[src/hw/rtl/mms_pkg.sv]
package mms_pkg;

  // Operand geometry: an operand is CHUNKS chunks of CHUNK_BITS bits.
  localparam int unsigned CHUNK_BITS = 8;
  localparam int unsigned CHUNKS     = 8;
  localparam int unsigned W          = CHUNK_BITS * CHUNKS;
  localparam int unsigned FIELD_BITS = 64;
  localparam int unsigned CNT_BITS   = $clog2(W);

  typedef enum logic [1:0] {
    OP_MUL = 2'd0,
    OP_SUB = 2'd1,
    OP_MOD = 2'd2,
    OP_NOP = 2'd3
  } op_e;

  localparam logic ST_OK       = 1'b0;
  localparam logic ST_ZERO_MOD = 1'b1;

  // Fit a 64-bit field into the working width: truncates or zero-extends.
  function automatic logic [W-1:0] to_work(input logic [FIELD_BITS-1:0] x);
    logic [W+FIELD_BITS-1:0] t;
    t = {{W{1'b0}}, x};
    return t[W-1:0];
  endfunction

  // Fit a working-width value into a 64-bit field.
  function automatic logic [FIELD_BITS-1:0] to_field(input logic [W-1:0] x);
    logic [W+FIELD_BITS-1:0] t;
    t = {{FIELD_BITS{1'b0}}, x};
    return t[FIELD_BITS-1:0];
  endfunction

endpackage

[src/hw/rtl/mms_req_if.sv]
interface mms_req_if;
  import mms_pkg::*;

  logic                  valid;
  logic                  ready;
  logic [1:0]            req_type;
  logic [FIELD_BITS-1:0] operand_a;
  logic [FIELD_BITS-1:0] operand_b;

  modport source (output valid, req_type, operand_a, operand_b, input ready);
  modport sink   (input valid, req_type, operand_a, operand_b, output ready);
endinterface

[src/hw/rtl/mms_rsp_if.sv]
interface mms_rsp_if;
  import mms_pkg::*;

  logic                  valid;
  logic                  ready;
  logic [FIELD_BITS-1:0] result_low;
  logic [FIELD_BITS-1:0] result_high;
  logic                  status;

  modport source (output valid, result_low, result_high, status, input ready);
  modport sink   (input valid, result_low, result_high, status, output ready);
endinterface

[src/hw/rtl/multiprecision_mul_sub_mod.sv]
// Multiply, subtract and nonzero modulo pass through the bit-serial datapath (BUSY) before DONE;
// a zero modulus or the unused operation code goes straight from IDLE to DONE.
// A new request is taken only in IDLE, since the single shared shift datapath serves one request
// at a time and retires one operand bit per cycle. The result register frees the datapath early.
// Reset: rst_ni is asynchronous and active low; it idles the sequencer and empties the
// result register. Datapath registers are not reset.
module multiprecision_mul_sub_mod (
  input  logic      clk_i,
  input  logic      rst_ni,
  mms_req_if.sink   req_i,
  mms_rsp_if.source rsp_o
);
  import mms_pkg::*;

  // The sequencer idles until a request arrives, runs the bit-serial datapath in BUSY (skipped for a
  // zero modulus or the unused operation code), then waits in DONE until the result register is free.
  typedef enum logic [2:0] {
    S_IDLE = 3'b001,
    S_BUSY = 3'b010,
    S_DONE = 3'b100
  } state_e;

  state_e state_q, state_d;

  logic [CNT_BITS-1:0] cnt_q, cnt_d;
  op_e                 op_q, op_d;
  logic                zero_q, zero_d;   // modulo with a zero modulus
  logic                borrow_q, borrow_d;

  // Shared datapath registers. Their roles depend on the operation:
  //   multiply: a_q multiplicand, hi_q:lo_q product, lo_q starts as the multiplier.
  //   subtract: lo_q minuend shifting right into the difference, hi_q subtrahend.
  //   modulo:   a_q modulus, lo_q dividend shifting left, hi_q partial remainder.
  logic [W-1:0] a_q, a_d;
  logic [W-1:0] hi_q, hi_d;
  logic [W-1:0] lo_q, lo_d;

  // Result register, which decouples the datapath from a stalled consumer.
  logic                  rsp_valid_q, rsp_valid_d;
  logic [FIELD_BITS-1:0] res_low_q, res_low_d;
  logic [FIELD_BITS-1:0] res_high_q, res_high_d;
  logic                  res_st_q, res_st_d;

  logic         req_fire;
  logic         rsp_free;
  logic [W:0]   mul_sum;
  logic         sub_bit;
  logic [W:0]   mod_shift;
  logic [W+1:0] mod_diff;
  logic [W-1:0] in_a;
  logic [W-1:0] in_b;

  assign req_fire = req_i.valid && req_i.ready;
  assign rsp_free = !rsp_valid_q || rsp_o.ready;
  assign in_a     = to_work(req_i.operand_a);
  assign in_b     = to_work(req_i.operand_b);

  // One step of each operation. Multiply is shift-and-add from the low multiplier bit,
  // subtract is a one-bit full subtractor with a borrow flop, and modulo is a restoring
  // step that brings down the next dividend bit.
  assign mul_sum   = {1'b0, hi_q} + (lo_q[0] ? {1'b0, a_q} : {(W+1){1'b0}});
  assign sub_bit   = lo_q[0] ^ hi_q[0] ^ borrow_q;
  assign mod_shift = {hi_q, lo_q[W-1]};
  assign mod_diff  = {1'b0, mod_shift} - {2'b00, a_q};

  always_comb begin
    state_d     = state_q;
    cnt_d       = cnt_q;
    op_d        = op_q;
    zero_d      = zero_q;
    borrow_d    = borrow_q;
    a_d         = a_q;
    hi_d        = hi_q;
    lo_d        = lo_q;
    rsp_valid_d = rsp_valid_q && !rsp_o.ready;
    res_low_d   = res_low_q;
    res_high_d  = res_high_q;
    res_st_d    = res_st_q;

    case (state_q)
      S_IDLE: begin
        if (req_fire) begin
          op_d     = op_e'(req_i.req_type);
          cnt_d    = CNT_BITS'(W - 1);
          borrow_d = 1'b0;
          zero_d   = 1'b0;
          state_d  = S_BUSY;
          case (op_e'(req_i.req_type))
            OP_MUL: begin
              a_d  = in_a;
              hi_d = '0;
              lo_d = in_b;
            end
            OP_SUB: begin
              a_d  = in_a;
              hi_d = in_b;
              lo_d = in_a;
            end
            OP_MOD: begin
              a_d  = in_b;
              hi_d = '0;
              lo_d = in_a;
              // A zero modulus skips the datapath and returns the dividend as is.
              if (in_b == '0) begin
                zero_d  = 1'b1;
                state_d = S_DONE;
              end
            end
            default: begin
              a_d     = in_a;
              hi_d    = '0;
              lo_d    = '0;
              state_d = S_DONE;
            end
          endcase
        end
      end
      S_BUSY: begin
        case (op_q)
          OP_MUL: begin
            hi_d = mul_sum[W:1];
            lo_d = {mul_sum[0], lo_q[W-1:1]};
          end
          OP_SUB: begin
            lo_d     = {sub_bit, lo_q[W-1:1]};
            hi_d     = {1'b0, hi_q[W-1:1]};
            borrow_d = (!lo_q[0] && hi_q[0]) || (!(lo_q[0] ^ hi_q[0]) && borrow_q);
          end
          OP_MOD: begin
            lo_d = {lo_q[W-2:0], 1'b0};
            hi_d = mod_diff[W+1] ? mod_shift[W-1:0] : mod_diff[W-1:0];
          end
          default: begin
            hi_d = hi_q;
          end
        endcase
        cnt_d = cnt_q - CNT_BITS'(1);
        if (cnt_q == '0) begin
          state_d = S_DONE;
        end
      end
      S_DONE: begin
        if (rsp_free) begin
          rsp_valid_d = 1'b1;
          res_low_d   = to_field((op_q == OP_MOD && !zero_q) ? hi_q : lo_q);
          res_high_d  = (op_q == OP_MUL) ? to_field(hi_q) : '0;
          res_st_d    = zero_q ? ST_ZERO_MOD : ST_OK;
          state_d     = S_IDLE;
        end
      end
      default: begin
        state_d = S_IDLE;
      end
    endcase
  end

  always_ff @(posedge clk_i or negedge rst_ni) begin
    if (!rst_ni) begin
      state_q     <= S_IDLE;
      rsp_valid_q <= 1'b0;
      cnt_q       <= '0;
      op_q        <= OP_NOP;
      zero_q      <= 1'b0;
      borrow_q    <= 1'b0;
    end else begin
      state_q     <= state_d;
      rsp_valid_q <= rsp_valid_d;
      cnt_q       <= cnt_d;
      op_q        <= op_d;
      zero_q      <= zero_d;
      borrow_q    <= borrow_d;
    end
  end

  always_ff @(posedge clk_i) begin
    a_q        <= a_d;
    hi_q       <= hi_d;
    lo_q       <= lo_d;
    res_low_q  <= res_low_d;
    res_high_q <= res_high_d;
    res_st_q   <= res_st_d;
  end

  assign req_i.ready       = (state_q == S_IDLE);
  assign rsp_o.valid       = rsp_valid_q;
  assign rsp_o.result_low  = res_low_q;
  assign rsp_o.result_high = res_high_q;
  assign rsp_o.status      = res_st_q;

`ifndef SYNTHESIS
  // A new result only appears when the sequencer hands one over from DONE.
  assert property (@(posedge clk_i) disable iff (!rst_ni)
    $rose(rsp_valid_q) |-> $past(state_q == S_DONE))
    else $error("result appeared without a finished request");

  // The last datapath step always leads into DONE.
  assert property (@(posedge clk_i) disable iff (!rst_ni)
    (state_q == S_BUSY && cnt_q == '0) |=> (state_q == S_DONE))
    else $error("datapath overran its bit count");

  // A zero-modulus flag never carries a high half.
  assert property (@(posedge clk_i) disable iff (!rst_ni)
    (rsp_valid_q && res_st_q == ST_ZERO_MOD) |-> (res_high_q == '0))
    else $error("zero-modulus result has a nonzero high half");

  // Leaving DONE must load the result register.
  assert property (@(posedge clk_i) disable iff (!rst_ni)
    (state_q == S_DONE && rsp_free) |=> rsp_valid_q)
    else $error("finished request was lost");
`endif

endmodule
[src/flat_wrapper.sv]
// flat-port wrapper written by rule: the top's interface ports become plain ports
module multiprecision_mul_sub_mod_flat import mms_pkg::*;
  (clk_i, rst_ni, req_i_valid, req_i_req_type, req_i_operand_a, req_i_operand_b, req_i_ready, rsp_o_valid, rsp_o_result_low, rsp_o_result_high, rsp_o_status, rsp_o_ready);
  mms_req_if req_i_i ();
  mms_rsp_if rsp_o_i ();
  input  logic clk_i;
  input  logic rst_ni;
  input wire logic [$bits(req_i_i.valid)-1:0] req_i_valid;
  input wire logic [$bits(req_i_i.req_type)-1:0] req_i_req_type;
  input wire logic [$bits(req_i_i.operand_a)-1:0] req_i_operand_a;
  input wire logic [$bits(req_i_i.operand_b)-1:0] req_i_operand_b;
  output wire logic [$bits(req_i_i.ready)-1:0] req_i_ready;
  output wire logic [$bits(rsp_o_i.valid)-1:0] rsp_o_valid;
  output wire logic [$bits(rsp_o_i.result_low)-1:0] rsp_o_result_low;
  output wire logic [$bits(rsp_o_i.result_high)-1:0] rsp_o_result_high;
  output wire logic [$bits(rsp_o_i.status)-1:0] rsp_o_status;
  input wire logic [$bits(rsp_o_i.ready)-1:0] rsp_o_ready;
  assign req_i_i.valid = req_i_valid;
  assign req_i_i.req_type = req_i_req_type;
  assign req_i_i.operand_a = req_i_operand_a;
  assign req_i_i.operand_b = req_i_operand_b;
  assign req_i_ready = req_i_i.ready;
  assign rsp_o_valid = rsp_o_i.valid;
  assign rsp_o_result_low = rsp_o_i.result_low;
  assign rsp_o_result_high = rsp_o_i.result_high;
  assign rsp_o_status = rsp_o_i.status;
  assign rsp_o_i.ready = rsp_o_ready;
  multiprecision_mul_sub_mod u_core (.clk_i(clk_i), .rst_ni(rst_ni), .req_i(req_i_i), .rsp_o(rsp_o_i));
endmodule
[config.mk]
export PLATFORM = sky130hd
export DESIGN_NAME = multiprecision_mul_sub_mod_flat
export DESIGN_NICKNAME = d
export VERILOG_FILES = /design/src/hw/rtl/mms_pkg.sv /design/src/hw/rtl/mms_req_if.sv /design/src/hw/rtl/mms_rsp_if.sv /design/src/hw/rtl/multiprecision_mul_sub_mod.sv /design/src/flat_wrapper.sv
export SDC_FILE = /design/constraint.sdc
export NUM_CORES = 1
export LEC_CHECK = 0
export ABC_CLOCK_PERIOD_IN_PS = 8200
export BUFFER_PORTS_ARGS = -buffer_cell sky130_fd_sc_hd__buf_2
export CORE_MARGIN = 2
export CORE_UTILIZATION = 35
export CTS_BUF_LIST = sky130_fd_sc_hd__clkbuf_8
export DETAILED_ROUTE_END_ITERATION = 16
export SYNTH_ARGS = -nofsm -noshare
export SYNTH_HDL_FRONTEND = slang
export SYNTH_SLANG_ARGS = --single-unit
[constraint.sdc]
create_clock -name clk_i -period 8.2 [get_ports clk_i]
set_input_delay 1.64 -clock clk_i [delete_from_list [all_inputs] [get_ports clk_i]]
set_output_delay 1.64 -clock clk_i [all_outputs]
set_load 0.03 [all_outputs]
# After elaboration in Yosys (flattened, before gate mapping)
# Index checks and enable logic that the tools add are counted.
dict set report op_classes {
  n_mux 28
  n_eq_ne 12
  reduce_logical 25
  bitwise 2
  addsub 3
}
# operator count
set ops {}
lappend ops {{$mux W64} 7}
lappend ops {{$pmux W64 S2} 3}
lappend ops {{$pmux W64 S3} 2}
lappend ops {{$sub A65 B64 Y66} 1}
lappend ops {{$add A64 B65 Y65} 1}
lappend ops {{$logic_not A64 Y1} 1}
lappend ops {{$mux W3} 4}
lappend ops {{$pmux W6 S2} 1}
lappend ops {{$pmux W3 S3} 1}
lappend ops {{$reduce_and A3 Y1} 3}
lappend ops {{$mux W1} 7}
lappend ops {{$logic_not A6 Y1} 1}
lappend ops {{$mux W6} 1}
lappend ops {{$pmux W3 S2} 1}
lappend ops {{$reduce_and A2 Y1} 3}
lappend ops {{$sub A6 B1 Y6 const B} 1}
lappend ops {{$logic_and A1 B1 Y1} 5}
lappend ops {{$logic_not A1 Y1} 5}
lappend ops {{$eq A2 B1 Y1 const B} 2}
lappend ops {{$eq A2 B2 Y1 const B} 2}
lappend ops {{$logic_not A2 Y1} 2}
lappend ops {{$ne A2 B1 Y1 const B} 2}
lappend ops {{$ne A2 B2 Y1 const B} 2}
lappend ops {{$ne A4 B2 Y1 const B} 1}
lappend ops {{other kinds (8)} 11}
dict set report totals {
  inputBits 134
  word_cells 82
  regBits 335
}

# Longest topological paths before layout
# Gate-level depths: netlist of run 1.
dict set report logic_depth {
  depth_word 6
  mapped_depth 16
  mapped_depth_nobuf 14
}

# Worst setup path before layout of run 1
# Ideal clock, no wire load.
dict set report synth_path {
  path_kind {in2reg}
  start {input port req_i_valid}
  end {register u_core.hi_q[0], enable pin}
  n_path_buf 0
  setup_slack_ps -425
  t_required_ps 7542
  arrival_ps 7967
  stages 2
  setup_ps 658
  path_cell_list {nand2_1 -> a21oi_1}
}
dict set report synth_between {
  elab_chain_cells 3
}
# item line
set synth_lines {}
lappend synth_lines {{start: declaration} flat_wrapper.sv:8} ;# input wire logic [$bits(req_i_i.valid)-1:0] req_i_valid;
lappend synth_lines {{$logic_and A1 B1 Y1} multiprecision_mul_sub_mod.sv:53} ;# assign req_fire = req_i.valid && req_i.ready;
lappend synth_lines {{$ne A2 B2 Y1 (no source line)} n/a}
lappend synth_lines {{$reduce_and A3 Y1 (no source line)} n/a}
lappend synth_lines {{end signal: assignment} multiprecision_mul_sub_mod.sv:177} ;# hi_q <= hi_d;
lappend synth_lines {{end: declaration} multiprecision_mul_sub_mod.sv:35} ;# logic [W-1:0] hi_q, hi_d;
# No other way between the ends.
# A chain may end at the register's enable or synchronous reset.

# Worst setup path after layout of run 1
dict set report layout_path {
  start {register u_core.hi_q[50]}
  end {register u_core.hi_q[58], data pin}
}
dict set report layout_between {
  elab_chain_cells 4
  word_cells_on_any_way 5
  classes_between {add/sub: 2; mux: 3}
}
# item line
set layout_lines {}
lappend layout_lines {{$sub A65 B64 Y66} multiprecision_mul_sub_mod.sv:64} ;# assign mod_diff = {1'b0, mod_shift} - {2'b00, a_q};
lappend layout_lines {{$mux W64} multiprecision_mul_sub_mod.sv:131} ;# hi_d = mod_diff[W+1] ? mod_shift[W-1:0] : mod_diff[W-1:0];
lappend layout_lines {{$pmux W64 S3 *} multiprecision_mul_sub_mod.sv:119} ;# case (op_q)
lappend layout_lines {{$pmux W64 S2 *} multiprecision_mul_sub_mod.sv:80} ;# case (state_q)
lappend layout_lines {{named net u_core.hi_d[58]} multiprecision_mul_sub_mod.sv:35}
# The timed path passes the listed nets; every way through them passes the cells marked *.

==> impl_results.md, run 1 <==
- Status: finished clean
- Sequential element share of the synthesized area: 40.8%
- CP Buf/Inv Count: 1
- Syn nets: 2836
- Worst setup SP type: register
- Initial DRC count: 2483
- Core area: 68900 um^2
- Most common flop cell mapped by yosys: edfxtp_1
- Final Hold Vio Count: 0
- Fin nets: 3014
- CP peak stage delay: 0.83 ns
- Initial antenna violation count: 7
- CTS tree: built
- FMAX: 199 MHz
- Hold-fix buffers, CTS: 0
- Clk_lat worst skew: 0.69 ns
- Final setup TNS: 0 ns
- Leak: 0.0109 uW
- Slew @ Worst Pin: 1.26 ns
- Final setup fails: 0
- First-pass GRT wire length: 138000 um
- CTS buffer count: 61
- Clock transition at path regs: 0.06 ns
- Max-slew headroom: 16.1%
- Die area: 72000 um^2
- Post-Place Cells: 3607
- Worst setup EP type: register
- Clock skew: 0.0294 ns
- Critical path data arrival time: 5.47 ns
- RSZ-0062 raised after global routing: no
- Core Util, Final: 40.2%
- Crit path from: u_core.hi_q[50]$_DFFE_PP_
- Tot GR Track Use: 25.1%
- Final slew viol count: 0
- Worst Min Path Start: u_core.cnt_q[3]$_DFFE_PN0P_
- Yosys cell types: 88
- CTS resizes: 0
- Routed WL per cell: 25.0 um
- Number of flops mapped to enable cells by yosys: 321
- FF-to-FF setup slack: 3.17 ns
- Final WS setup: 3.17 ns
- Max-Cap Viols: 0
- Register cell area after layout: 9990 um^2
- DRT Pass-1 Iters: 6
- Async SR Flop Fraction: 4.18%
- PortBufs: 264
- Clk root buf: clkbuf_8
- Post-route insts no fill: 3725
- CP required: 8.64 ns
- Crit-path cells: ha_1, nand2_1, nor2_1, nand2_1, nor4_1, nand3_1, o21ai_4, nor2_1, buf_4, a221o_1, o21ba_1, or3_1
- P&R area growth vs syn: 13.4%
- Vias in the first global route: 21600
- H-tree levels: 2
- DRT Wirelength: 93200 um
- Worst reg2reg path depth: 12
- Crit Path Max Fanout: 24
- Worst r2r src: u_core.hi_q[50]$_DFFE_PP_
- Yosys synthesis warning count: 0
- DR vias/cell: 5.98
- Reg2reg end: u_core.hi_q[58]$_DFFE_PP_
- Post-CTS setup buffer count: 0
- Mapped cell area: 24500 um^2
- Worst vdd ir: 0.187 mV
- Initial Utilization: 35.5%
- Largest net degree at the start of global routing: 68
- Tcrit/Tclk final: 61.4%
- Design Power: 11000 uW
- DR DRC count: 0
- Largest delay share family, worst path: simple AND/OR/NAND/NOR gates
- Syn avg cell area: 9.56 um^2
- Slowest cell on crit path: nor4_1
- Die height: 268 um
- Grt ovf: 0
- Layout cells sized above 1: 19.7%
- Hold Path Cell Cnt: 1
- GP Congestion: 0.962
- Hold WC Path Type: register to register
- Row Count: 96
- Place WS: 3.29 ns
- PD cells: 397 nW/um^2
- WHS Endpoint: u_core.cnt_q[3]$_DFFE_PN0P_
- Final Critical Period: 5.03 ns
- Multi-input gate area: 13500 um^2
- Die W: 268 um
- DPL Wire Length: 67100 um
- Via count: 22300
- Clock Path Buffers: 3
- Gate Count Post-Synth: 2561
- Io pins: 265
- Synth Register Bits: 335
- WS Path Type: register to register
- Filler instances: 6985
- ANT nets after route: 0
- # clock sinks: 335
worst max-delay path by stage:
| stage | to | cells past startpoint |
|---|---|---|
| 6_report | u_core.hi_q[58]$_DFFE_PP_ | 12 |
| 5_1_grt | u_core.hi_q[55]$_DFFE_PP_ | 13 |
| 4_1_cts | u_core.hi_q[55]$_DFFE_PP_ | 13 |
| 3_5_place_dp | u_core.hi_q[55]$_DFFE_PP_ | 13 |
| 3_3_place_gp | u_core.hi_q[58]$_DFFE_PP_ | 12 |
| 2_1_floorplan | u_core.hi_q[0]$_DFFE_PP_ | 2 |
metal layers:
layer | global-route usage [%] | up-vias | share of wire [%]
met3 | 4.16 | 140 | 7.7
met1 | 36.3 | 11000 | 46
li1 | - | 10200 | -
met2 | 39.0 | 989 | 44
met5 | 0 | - | 0.049
met4 | 6.31 | 8 | 2.2
logic make-up after synthesis:
family / Yosys count / share of synthesized area (%)
DFF: 335 / 40.8
xor gates and xnor gates: 107 / 3.83
adders and majority gates: 141 / 7.30
and+or+nand+nor: 647 / 12.7
muxes: 135 / 6.19
buffers and inverters: 283 / 4.45
AOI/OAI and AO/OA: 913 / 24.7
layout make-up:
| class | count | area share (%) |
|---|---|---|
| Inverter | 110 | 1.49 |
| Clock buffer | 63 | 3.13 |
| Antenna cell | 3 | 0.0271 |
| Clock inverter | 52 | 1.19 |
| Tap cell | 931 | 4.20 |
| Multi-Input combinational cell | 1943 | 48.5 |
| Timing Repair Buffer | 288 | 5.41 |
| Sequential cell | 335 | 36.0 |
flip-flops by register name, summed over array words and instances, names as in the netlist:
signal,cells
u_core.rsp_o.result_low,64
u_core.zero_q,1
u_core.op_q,2
u_core.lo_q,64
u_core.rsp_o.status,1
u_core.borrow_q,1
u_core.a_q,64
u_core.rsp_o.result_high,64
u_core.rsp_o.valid,1
u_core.hi_q,64
u_core.state_q,3
u_core.cnt_q,6
Yosys cell counts (6+ instances only):
| cell type | n | area share, % |
|---|---|---|
| a211oi_1 | 14 | 0.43 |
| a21o_1 | 67 | 2.1 |
| a21oi_1 | 229 | 4.7 |
| a221o_1 | 9 | 0.37 |
| a221oi_1 | 26 | 0.93 |
| a222oi_1 | 9 | 0.37 |
| a22oi_1 | 134 | 4.1 |
| a31o_2 | 8 | 0.29 |
| a31oi_1 | 29 | 0.74 |
| and2_1 | 71 | 1.8 |
| and3_1 | 16 | 0.41 |
| buf_1 | 14 | 0.21 |
| buf_2 | 17 | 0.35 |
| clkbuf_1 | 139 | 2.1 |
| dfrtp_1 | 11 | 1.1 |
| edfxtp_1 | 321 | 39 |
| ha_1 | 138 | 7.1 |
| inv_1 | 110 | 1.7 |
| mux2_2 | 130 | 6.0 |
| nand2_1 | 182 | 2.8 |
| nand2b_1 | 10 | 0.26 |
| nand3_1 | 58 | 1.2 |
| nand4_1 | 48 | 1.2 |
| nor2_1 | 169 | 2.6 |
| nor2b_1 | 14 | 0.36 |
| nor3_1 | 22 | 0.45 |
| nor4_1 | 30 | 0.77 |
| o211a_1 | 6 | 0.25 |
| o211ai_1 | 15 | 0.46 |
| o21a_1 | 18 | 0.55 |
| o21ai_0 | 159 | 3.3 |
| o21bai_1 | 28 | 0.86 |
| o22ai_1 | 64 | 1.6 |
| o31ai_1 | 13 | 0.40 |
| or3_1 | 12 | 0.31 |
| xnor2_1 | 67 | 2.4 |
| xor2_1 | 40 | 1.4 |
report_power, final:
| group | total, uW | switching (uW) | internal, uW |
|---|---|---|---|
| logic | 6400 | 4220 | 2180 |
| registers | 2980 | 446 | 2540 |
| clock network | 1620 | 782 | 839 |
metrics by stage:
step,hold slack (ns),instance area [um^2]
2_1_floorplan,0.447,24500
3_3_place_gp,0.473,26500
3_5_place_dp,0.495,26500
4_1_cts,0.503,27700
5_1_grt,0.538,27700
6_report,0.504,27700
cells in the final DEF, fill, tap and decap left out, types with 13 or more instances in the layout:
cell type and instances:
inv_1 124, a21o_1 67, a22oi_1 134, buf_2 264
nand2_1 182, mux2_2 130, nor4_1 30, nand3_1 58
xnor2_1 67, o21ai_0 159, a21oi_1 228, buf_4 24
and2_1 71, a221oi_1 26, o31ai_1 13, edfxtp_1 321
o21a_1 18, nand4_1 48, nor3_1 22, o211ai_1 15
a211oi_1 14, o21bai_1 28, a31oi_1 29, xor2_1 40
and3_1 15, clkbuf_8 63, ha_1 134, nor2_1 168
o22ai_1 64, clkinv_1 17
Note: power is estimated with default switching activity, not from simulation.
==> inputs of run 2 (changes only) <==
ABC_CLOCK_PERIOD_IN_PS = 4400   (was 8200)
clock period = 4.4 ns   (was 8.2 ns; I/O delays follow)
==> run 2 against run 1 <==
Effect of this change:
- core utilization increased by 1.6 points
- combinational power increased by 110%
- routed wire length increased by 2.7%
- worst hold slack got worse by 0.40 ns
- largest power group unchanged
==> impl_results.md, run 2 (synthesized netlist as in run 1, its figures left out) <==
- Initial antenna violation count: 5 (-2)
- Core area: 68900 um^2 (unchanged)
- Critical path data arrival time: 4.55 ns (-0.92 ns)
- Final slew viol count: 0 (unchanged)
- Tot GR Track Use: 26.0% (+0.91 points)
- Max-Cap Viols: 0 (unchanged)
- WS Path Type: register to register
- Via count: 22800 (+2.6%)
- Commonest non-fill, non-tap cell in the layout: edfxtp_1
- DRT Pass-1 Iters: 6 (unchanged)
- DRT Wirelength: 95800 um (+2.7%)
- Filler instances: 6916 (-0.99%)
- Die area: 72000 um^2 (unchanged)
- Status: finished clean
- Core Util, Final: 41.9% (+1.6 points)
- GP Congestion: 0.931 (-3.3%)
- Die height: 268 um (unchanged)
- Clock transition at path regs: 0.07 ns (about the same)
- Worst setup SP type: register
- Clock skew: 0.0434 ns (+0.0139 ns)
- DPL Wire Length: 71200 um (+6.2%)
- Max-slew headroom: 27.0% (+11 points)
- Final setup TNS: 0 ns (unchanged)
- Worst setup EP type: register
- Post-CTS setup buffer count: 0 (unchanged)
- CP required: 4.81 ns (-3.83 ns)
- # clock sinks: 335 (unchanged)
- Layout cells sized above 1: 23.1% (+3.5 points)
- ANT nets after route: 0 (unchanged)
- PD cells: 747 nW/um^2 (+88%)
- DR DRC count: 0 (unchanged)
- Tcrit/Tclk final: 94.2% (+33 points)
- Clk root buf: clkbuf_8
- Final Hold Vio Count: 0 (unchanged)
- CTS tree: built
- Vias in the first global route: 22300 (+3.4%)
- Row Count: 96 (unchanged)
- Most frequent cells in the layout: edfxtp_1, buf_2, a21oi_1
- Clock Path Buffers: 3 (unchanged)
- Initial DRC count: 2283 (-8.1%)
- Io pins: 265 (unchanged)
- Die W: 268 um (unchanged)
- Final Critical Period: 4.14 ns (-0.890 ns)
- Crit Path Max Fanout: 7 (-71%)
- Register cell area after layout: 9990 um^2 (unchanged)
- FMAX: 241 MHz (+21%)
- RSZ-0062 raised after global routing: no
- Grt ovf: 0 (unchanged)
- DR vias/cell: 5.95 (-0.57%)
- Slew @ Worst Pin: 1.10 ns (-0.164 ns)
- P&R area growth vs syn: 18.0%
- Largest net degree at the start of global routing: 130 (+91%)
- Initial Utilization: 35.5% (unchanged)
- First-pass GRT wire length: 143000 um (+3.8%)
- Fin nets: 3134 (+4.0%)
- Final setup fails: 0 (unchanged)
- PortBufs: 264 (unchanged)
- H-tree levels: 2 (unchanged)
- Routed WL per cell: 24.9 um (-0.40%)
- CTS buffer count: 61 (unchanged)
- Clk_lat worst skew: 0.70 ns (about the same)
- Hold WC Path Type: input pin to async pin
- Worst vdd ir: 0.604 mV (+220%)
- Leak: 0.0115 uW (+6.0%)
- Multi-input gate area: 13500 um^2 (about the same)
[run 2: final timing paths]
| check | startpoint | end | slack (ns) | depth (start not counted) |
|---|---|---|---|---|
| worst min-delay path | rst_ni | u_core.borrow_q$_DFFE_PN0P_ | 0.11 | 1 |
| min in group clk_i | req_i_req_type[0] | u_core.op_q[0]$_DFFE_PN1P_ | 0.47 | 3 |
| max in group asynchronous | rst_ni | u_core.op_q[1]$_DFFE_PN1P_ | 3.98 | 1 |
| worst min register to register | u_core.cnt_q[5]$_DFFE_PN0P_ | u_core.cnt_q[5]$_DFFE_PN0P_ | 0.49 | 1 |
| worst max register to register | u_core.hi_q[0]$_DFFE_PP_ | u_core.hi_q[55]$_DFFE_PP_ | 0.26 | 12 |
| worst max-delay path | u_core.hi_q[0]$_DFFE_PP_ | u_core.hi_q[55]$_DFFE_PP_ | 0.26 | 12 |
[run 2: area by class of cell]
class,count,area share (%)
Multi-Input combinational cell,1943,46.6
Sequential cell,335,34.6
Timing Repair Buffer,408,9.06
Tap cell,931,4.03
Clock buffer,68,3.24
Inverter,110,1.43
Clock inverter,44,0.949
Antenna cell,3,0.0260
[run 2: per-stage QoR]
step	setup slack (ns)	power, uW	cells	instance area (um^2)	hold WS (ns)
2_1_floorplan	0.319	13600	2561	24500	0.447
3_3_place_gp	0.0803	18300	3727	27600	0.475
3_5_place_dp	0.140	18300	3727	27600	0.485
4_1_cts	0.135	21400	3839	28900	0.0529
5_1_grt	0.0732	22900	3841	28900	0.0984
6_report	0.257	21600	3842	28900	0.106
[run 2: what timing repair did]
item | 4_1_cts | 5_1_grt
resized for setup | 0 | 1
hold endpoints to repair | 0 | 0
setup endpoints to repair | 0 | 1
hold buffers | 0 | 0
[run 2: worst max-delay path, stage by stage (launching register included)]
cell	delay (ns)
edfxtp_1	0.53
ha_1	0.31
fa_1	0.44
a211oi_1	0.38
o211ai_1	0.24
a41o_1	0.29
nand2_1	0.09
nand4_1	0.23
a311oi_1	0.58
o21ai_0	0.20
xnor2_1	0.16
a221oi_1	0.32
nor2_1	0.08
[run 2: report_power, final]
part	internal, uW	leakage (uW)	switching (uW)
Sequential	4710	0.00318	622
Clock	1590	0.000683	1460
Combinational	4820	0.00766	8350
Total	11100	0.0115	10400
[run 2: routing by layer]
layer	track usage [%]	routed length (um)
met5	0	28
met4	5.92	1770
met3	3.21	6670
met2	41.2	43200
met1	37.9	44100
